[src/sv/bpa_pkg.sv]
// Types, constants and codes shared by the bitmap page allocator modules.
`timescale 1ns / 1ps
package bpa_pkg;

    localparam int NUM_PAGES_DEF   = 4096;
    localparam int MAX_SCATTER_DEF = 64;
    localparam int REG_W           = 13;
    localparam int MAX_REGION      = 8192;
    localparam int IDX_W           = 12;
    localparam int CNT_W           = 13;
    localparam int PW              = 14;
    localparam int WORD_BITS       = 8;
    localparam int WB_W            = 3;

    localparam logic [REG_W-1:0] REGION_RST = 13'd4096;

    localparam logic [1:0] OP_FIT     = 2'd0;
    localparam logic [1:0] OP_SCATTER = 2'd1;
    localparam logic [1:0] OP_FREE    = 2'd2;
    localparam logic [1:0] OP_MARK    = 2'd3;

    localparam logic [1:0] ST_OK     = 2'd0;
    localparam logic [1:0] ST_NOFREE = 2'd1;
    localparam logic [1:0] ST_BAD    = 2'd2;

    localparam logic [1:0] K_BAD    = 2'd0;
    localparam logic [1:0] K_NOFREE = 2'd1;
    localparam logic [1:0] K_RANGE  = 2'd2;
    localparam logic [1:0] K_TAKE   = 2'd3;

    typedef struct packed {
        logic [1:0]       op;
        logic [IDX_W-1:0] start_page;
        logic [CNT_W-1:0] page_count;
    } t_req;

    typedef struct packed {
        logic [1:0]       status;
        logic [IDX_W-1:0] page_index;
        logic [CNT_W-1:0] pages_done;
        logic [CNT_W-1:0] used_pages;
        logic             last;
    } t_rsp;

    typedef struct packed {
        logic       clr_step;
        logic       latch;
        logic       addr_zero;
        logic       addr_lo;
        logic       fit_step;
        logic       set_mark;
        logic       rng_step;
        logic       cnt_step;
        logic       take;
        logic       addr_inc;
        logic       emit;
        logic [1:0] kind;
    } t_cmd;

    typedef struct packed {
        logic       clr_end;
        logic       bad;
        logic       empty;
        logic [1:0] op;
        logic       fit_found;
        logic       fit_end;
        logic       rng_end;
        logic       cnt_end;
        logic       enough;
        logic       have_free;
        logic       take_last;
        logic       out_free;
    } t_sts;

endpackage

[src/sv/bpa_ctrl.sv]
// Sequencing state machine of the bitmap page allocator.
`timescale 1ns / 1ps
module bpa_ctrl import bpa_pkg::*; (
    input  logic i_clk,
    input  logic i_rst_n,
    input  logic i_valid,
    output logic o_stall,
    input  t_sts i_sts,
    output t_cmd o_cmd
);

    localparam logic [3:0] S_CLR     = 4'd0;
    localparam logic [3:0] S_IDLE    = 4'd1;
    localparam logic [3:0] S_CHECK   = 4'd2;
    localparam logic [3:0] S_FIT_RD  = 4'd3;
    localparam logic [3:0] S_FIT     = 4'd4;
    localparam logic [3:0] S_MARK    = 4'd5;
    localparam logic [3:0] S_RNG_RD  = 4'd6;
    localparam logic [3:0] S_RNG     = 4'd7;
    localparam logic [3:0] S_CNT_RD  = 4'd8;
    localparam logic [3:0] S_CNT     = 4'd9;
    localparam logic [3:0] S_CNT_CHK = 4'd10;
    localparam logic [3:0] S_TAKE_RD = 4'd11;
    localparam logic [3:0] S_TAKE    = 4'd12;
    localparam logic [3:0] S_BAD     = 4'd13;
    localparam logic [3:0] S_NOFREE  = 4'd14;
    localparam logic [3:0] S_DONE    = 4'd15;

    logic [3:0] r_state;
    logic [3:0] n_state;

    assign o_stall = (r_state != S_IDLE);

    always_comb begin
        n_state = r_state;
        o_cmd   = '0;
        case (r_state)
            S_CLR: begin
                o_cmd.clr_step = 1'b1;
                if (i_sts.clr_end) begin
                    n_state = S_IDLE;
                end
            end
            S_IDLE: begin
                if (i_valid) begin
                    o_cmd.latch = 1'b1;
                    n_state     = S_CHECK;
                end
            end
            S_CHECK: begin
                if (i_sts.bad) begin
                    n_state = S_BAD;
                end else if (i_sts.op == OP_FIT) begin
                    o_cmd.addr_zero = 1'b1;
                    n_state         = S_FIT_RD;
                end else if (i_sts.op == OP_SCATTER) begin
                    o_cmd.addr_zero = 1'b1;
                    n_state         = S_CNT_RD;
                end else if (i_sts.empty) begin
                    n_state = S_DONE;
                end else begin
                    o_cmd.addr_lo = 1'b1;
                    n_state       = S_RNG_RD;
                end
            end
            S_FIT_RD: n_state = S_FIT;
            S_FIT: begin
                o_cmd.fit_step = 1'b1;
                if (i_sts.fit_found) begin
                    n_state = S_MARK;
                end else if (i_sts.fit_end) begin
                    n_state = S_NOFREE;
                end else begin
                    n_state = S_FIT_RD;
                end
            end
            S_MARK: begin
                o_cmd.set_mark = 1'b1;
                n_state        = S_RNG_RD;
            end
            S_RNG_RD: n_state = S_RNG;
            S_RNG: begin
                o_cmd.rng_step = 1'b1;
                n_state        = i_sts.rng_end ? S_DONE : S_RNG_RD;
            end
            S_CNT_RD: n_state = S_CNT;
            S_CNT: begin
                o_cmd.cnt_step = 1'b1;
                n_state        = i_sts.cnt_end ? S_CNT_CHK : S_CNT_RD;
            end
            S_CNT_CHK: begin
                if (i_sts.enough) begin
                    o_cmd.addr_zero = 1'b1;
                    n_state         = S_TAKE_RD;
                end else begin
                    n_state = S_NOFREE;
                end
            end
            S_TAKE_RD: n_state = S_TAKE;
            S_TAKE: begin
                if (i_sts.have_free) begin
                    if (i_sts.out_free) begin
                        o_cmd.take = 1'b1;
                        o_cmd.emit = 1'b1;
                        o_cmd.kind = K_TAKE;
                        if (i_sts.take_last) begin
                            n_state = S_IDLE;
                        end
                    end
                end else begin
                    o_cmd.addr_inc = 1'b1;
                    n_state        = S_TAKE_RD;
                end
            end
            S_BAD, S_NOFREE, S_DONE: begin
                if (i_sts.out_free) begin
                    o_cmd.emit = 1'b1;
                    o_cmd.kind = (r_state == S_BAD)    ? K_BAD :
                                 (r_state == S_NOFREE) ? K_NOFREE : K_RANGE;
                    n_state    = S_IDLE;
                end
            end
            default: n_state = S_IDLE;
        endcase
    end

    always_ff @(posedge i_clk) begin
        if (!i_rst_n) begin
            r_state <= S_CLR;
        end else begin
            r_state <= n_state;
        end
    end

endmodule

[config.mk]
export PLATFORM = sky130hd
export DESIGN_NAME = bpa_ctrl
export DESIGN_NICKNAME = d
export VERILOG_FILES = /design/src/sv/bpa_pkg.sv /design/src/sv/bpa_ctrl.sv
export SDC_FILE = /design/constraint.sdc
export NUM_CORES = 1
export LEC_CHECK = 0
export ABC_AREA = 1
export BUFFER_PORTS_ARGS = -buffer_cell sky130_fd_sc_hd__buf_2
export CAP_MARGIN = 20
export CORE_UTILIZATION = 30
export CTS_CLUSTER_DIAMETER = 200
export DETAILED_ROUTE_END_ITERATION = 10
export GPL_TIMING_DRIVEN = 0
export PLACE_DENSITY = 0.61
export SYNTH_ARGS = -nofsm -noshare
export SYNTH_HDL_FRONTEND = slang
export SYNTH_SLANG_ARGS = --single-unit
[constraint.sdc]
create_clock -name i_clk -period 3.07 [get_ports i_clk]
set_input_delay 0.307 -clock i_clk [delete_from_list [all_inputs] [get_ports i_clk]]
set_output_delay 0.307 -clock i_clk [all_outputs]
set_load 0.05 [all_outputs]
== Yosys cells after proc, flatten, opt, wreduce, memory -nomap -nowiden ==
Cells that the tools add are included.

* Logic and storage cells: 69
* Register bits after elaboration: 4
* Bits of input ports: 16

* Reduce and logical (&&, ||, !) cells: 4
* Mux-type cells: 42
* Equality and inequality tests: 22

{| class="wikitable"
|+ Operator list
! kind !! number
|-
| $pmux W4 S14 || 1
|-
| $mux W4 || 13
|-
| $eq A4 B4 Y1 const B || 8
|-
| $mux W1 || 17
|-
| $eq A4 B3 Y1 const B || 4
|-
| $mux W3 || 4
|-
| $mux W2 || 5
|-
| $eq A4 B2 Y1 const B || 2
|-
| $ne A2 B2 Y1 const B || 3
|-
| $ne A3 B3 Y1 const B || 2
|-
| $pmux W3 S2 || 1
|-
| $reduce_and A5 Y1 || 1
|-
| $eq A4 B1 Y1 const B || 1
|-
| $logic_not A4 Y1 || 1
|-
| $ne A4 B1 Y1 const B || 1
|-
| $reduce_or A3 Y1 || 1
|-
| $eq A2 B1 Y1 const B || 1
|-
| $logic_not A2 Y1 || 1
|-
| $pmux W1 S2 || 1
|}

== Depth between registers and ports, before layout ==
* Depth after elaboration: 5
* Mapped depth: 11
* Gate-level depth less buffers: 10

== Least setup slack after synthesis ==
No wires, ideal clock.

* Path kind: register to output
* From: register r_state[1]
* To: output o_cmd[9] (netlist name)
* Path slack: 0.594 ns
* Stages on the path, launching flop included: 6
* Arrival time: 2.169 ns
* Path buffers: 1
* Data required time: 2.763 ns
* Cells stage by stage: dfxtp_1 buf_6 inv_1 nor2_2 nand2_1 nor4_1

{| class="wikitable"
|+ RTL lines
! what !! line !! text
|-
| start, declared || bpa_ctrl.sv:29 || <nowiki>logic [3:0] r_state;</nowiki>
|-
| start signal, assigned || bpa_ctrl.sv:131 || <nowiki>r_state <= n_state;</nowiki>
|-
| end, declared || bpa_ctrl.sv:9 || <nowiki>output t_cmd o_cmd</nowiki>
|}

==> flow_metrics.py <==
metrics = {
    "status": {
        "status": "complete, no violations",
    },
    "power": {
        "ir_worst_vdd_mv": 0.2827,
        "power_density_nw_per_um2": 734.7,
        "p_leak_nw": 0.5030,
        "power_w": 0.0005911,
    },
    "yosys": {
        "seq_area_frac_synth_pct": 13.22,
        "synthesis.area_sq_um": 605.6,
        "synthArstFlopShare_pct": 0,
        "synth_top_cell_by_area": "nand2_1",
        "synth_top_area_share_pct": 22.31,
        "synthesis.nets": 136,
        "ys_types": 18,
        "synth_xor_area_share_pct": 0,
        "postSynthAreaPerCell_sq_um": 5.047,
        "synthMuxAreaShare_pct": 0,
        "synth_edf_count": 0,
        "yosysMostFrequentCell": "nand2_1",
        "yosysWarnings": 0,
        "synth_simple_gate_area_share_pct": 56.20,
        "synth_top_family_by_area": "simple AND/OR/NAND/NOR gates",
        "synthCells": 120,
        "ys.flop_type": "dfxtp_1",
        "synth.area.top_cells": "nand2_1 22%, dfxtp_1 13%, inv_1 12%, nor2_1 12%, nand3_1 9.1%",
        "synthAdderAreaFrac_pct": 0,
        "synth-compound-area-share_pct": 13.84,
        "synth_common_cells": "36 x nand2_1, 19 x inv_1, 19 x nor2_1, 11 x nand3_1, 6 x a21oi_1",
        "ys_seq_elements": 4,
    },
    "detailed_routing": {
        "wl_per_cell_microns": 9.288,
        "routed_wl_microns": 1644,
        "viasPerCell": 4.554,
        "drtPass1Iterations": 4,
        "drt_first_iter_violations": 32,
        "via_count": 806,
        "drc": 0,
        "antenna_left": 0,
    },
    "clocking": {
        "cts_tree": "done",
        "cts_hold_buf": 0,
        "clock-root-buffer": "clkbuf_4",
        "clockBufferDepth": 2,
        "ctsResizeCount": 0,
        "cts_sinks": 4,
        "htreeDepth": 1,
        "cts.clk_slew.worst_paths_ns": 0.04,
        "post-cts-setup-buffers": 0,
        "clock_latency_ns": 0.24,
        "cts_inserted_buffers": 3,
    },
    "worst_hold_path": {
        "whs_endpoint": "r_state[3]$_SDFFE_PN0P_",
        "hp-class": "in -> reg",
        "hold_start": "i_rst_n",
        "min_delay_path_depth": 3,
    },
    "worst_setup_path": {
        "path_cells": "nor2_1 > nand2_1 > nor4_1 > buf_2",
        "r2r-end": "r_state[0]$_SDFFE_PN0P_",
        "r2r_cells": 9,
        "r2r-start": "r_state[3]$_SDFFE_PN0P_",
        "start_kind": "flop",
        "cp_data_required_time_ns": 2.76,
        "critPathArrivalTime_ns": 1.60,
        "cpPeakStageDelay_ns": 0.33,
        "path_class": "reg -> out",
        "endpoint_kind": "primary output",
        "r2r_slack_ns": 1.72,
        "path_max_fanout": 5,
        "cp_slowest_cell": "dfxtp_1",
    },
    "flow_run": {
        "drv_cap": 0,
    },
    "sta": {
        "skew_ns": 0.002877,
        "timing.fmax_mhz": 525.5,
        "finalSetupViolCount": 0,
        "relSlewSlack_pct": 77.39,
        "tightest_slew_ns": 0.3379,
        "setup_tns_ns": 0,
        "slew_violations": 0,
        "rsz0062_at_grt": "no",
        "timing.final.crit_share_pct": 61.99,
        "hold_violations": 0,
        "min_period_ns": 1.903,
    },
    "die": {
        "io_pins": 30,
        "die_w_microns": 46.93,
        "die_h_microns": 46.93,
        "die-area_sq_um": 2202,
        "floorplan.initialDensity_pct": 33.61,
        "core_sq_um": 1802,
        "rows": 15,
    },
    "cells_and_area": {
        "drive_gt1_share_pct": 30.92,
        "final_nets": 170,
        "diodes": 0,
        "multi_input_area_sq_um": 424.2,
        "area_delta_synth_final_pct": 32.85,
        "reg_top3": "r_state: 4 flops",
        "fill_cells": 210,
        "top_register": "r_state",
        "largest_reg_flops": 4,
        "register_area_sq_um": 80.08,
    },
    "global_route": {
        "antenna_found_initial": 0,
        "track_usage_pct": 16.10,
        "grt_pass1_wl_microns": 2511,
        "grt_max_degree": 11,
        "grt_overflow": 0,
        "grt_pass1_vias": 650,
    },
    "placement": {
        "finalWeightedCongestion": 0.7998,
        "hpwl_microns": 1358,
        "io_buffers": 29,
    },
}
cell type report:
class,instances,area share [%]
Inverter,24,11.20
Buffer,1,1.400
Clock buffer,3,2.799
Multi-Input combinational cell,91,52.72
Sequential cell,4,9.953
Tap cell,25,3.888
Timing Repair Buffer,29,18.04
worst max path at each step:
stage	start	end	slack (ns)	depth (start not counted)
finish	r_state[3]$_SDFFE_PN0P_	o_cmd[9]	1.17	4
global route	r_state[3]$_SDFFE_PN0P_	o_cmd[9]	1.01	4
CTS	r_state[3]$_SDFFE_PN0P_	o_cmd[9]	1.19	4
detailed placement	r_state[3]$_SDFFE_PN0P_	o_cmd[9]	1.45	4
global placement	r_state[3]$_SDFFE_PN0P_	o_cmd[10]	1.46	4
floorplan	r_state[1]$_SDFFE_PN0P_	o_cmd[9]	0.59	5
layer usage:
metal	wire length [microns]	vias up	part of all wire (%)	track usage (%)
met1	770	342	47	19.86
met4	13	0	0.79	5.143
met3	87	3	5.3	2.308
met5	0	-	0	0
li1	-	437	-	-
met2	772	24	47	28.61
placed cells by master, fill, tap and decap left out:
master	instances
o31ai_1	1
nand2_2	2
a21oi_1	6
buf_6	1
nor2_2	4
dfxtp_1	4
inv_1	19
o21ai_0	4
o21ai_4	1
inv_2	5
nor2_1	19
nand3_1	11
o21ai_1	2
nor3_1	1
nand3b_1	1
buf_2	29
nor4_1	1
clkbuf_4	3
nand2_1	36
nor2_4	2
per-stage QoR:
step                cell area [sq um]  setup slack (ns)  hold slack, ns  util (%)  std cells
floorplan                       605.6            0.5940          0.4692         -        120
global placement                782.0             1.463          0.5720     43.40        174
detailed placement              782.0             1.455          0.5851     43.40        174
CTS                             804.5             1.191          0.3423     44.65        177
global route                    804.5             1.009          0.3488     44.65        177
finish                          804.5             1.167          0.3459     44.65        177
kinds of logic (layout without fill, tap and decap cells):
family | count (synthesis) | after routing
buf+inv | 25 | 57
simple gates | 77 | 77
flops | 4 | 4
compound gates | 14 | 14
critical path, delay by kind of cell, from the launching register on:
family,cells,cell delay (ns)
flops,1,0.33
buf+inv,1,0.32
simple gates,3,0.69
where the power goes:
part | switching (W) | total [W] | internal [W]
Combinational | 0.000310 | 0.000430 | 0.000120
Clock | 0.0000236 | 0.0000674 | 0.0000439
Sequential | 0.0000232 | 0.0000937 | 0.0000704
Total | 0.000356 | 0.000591 | 0.000235
Power figures use the tool's default switching activity.
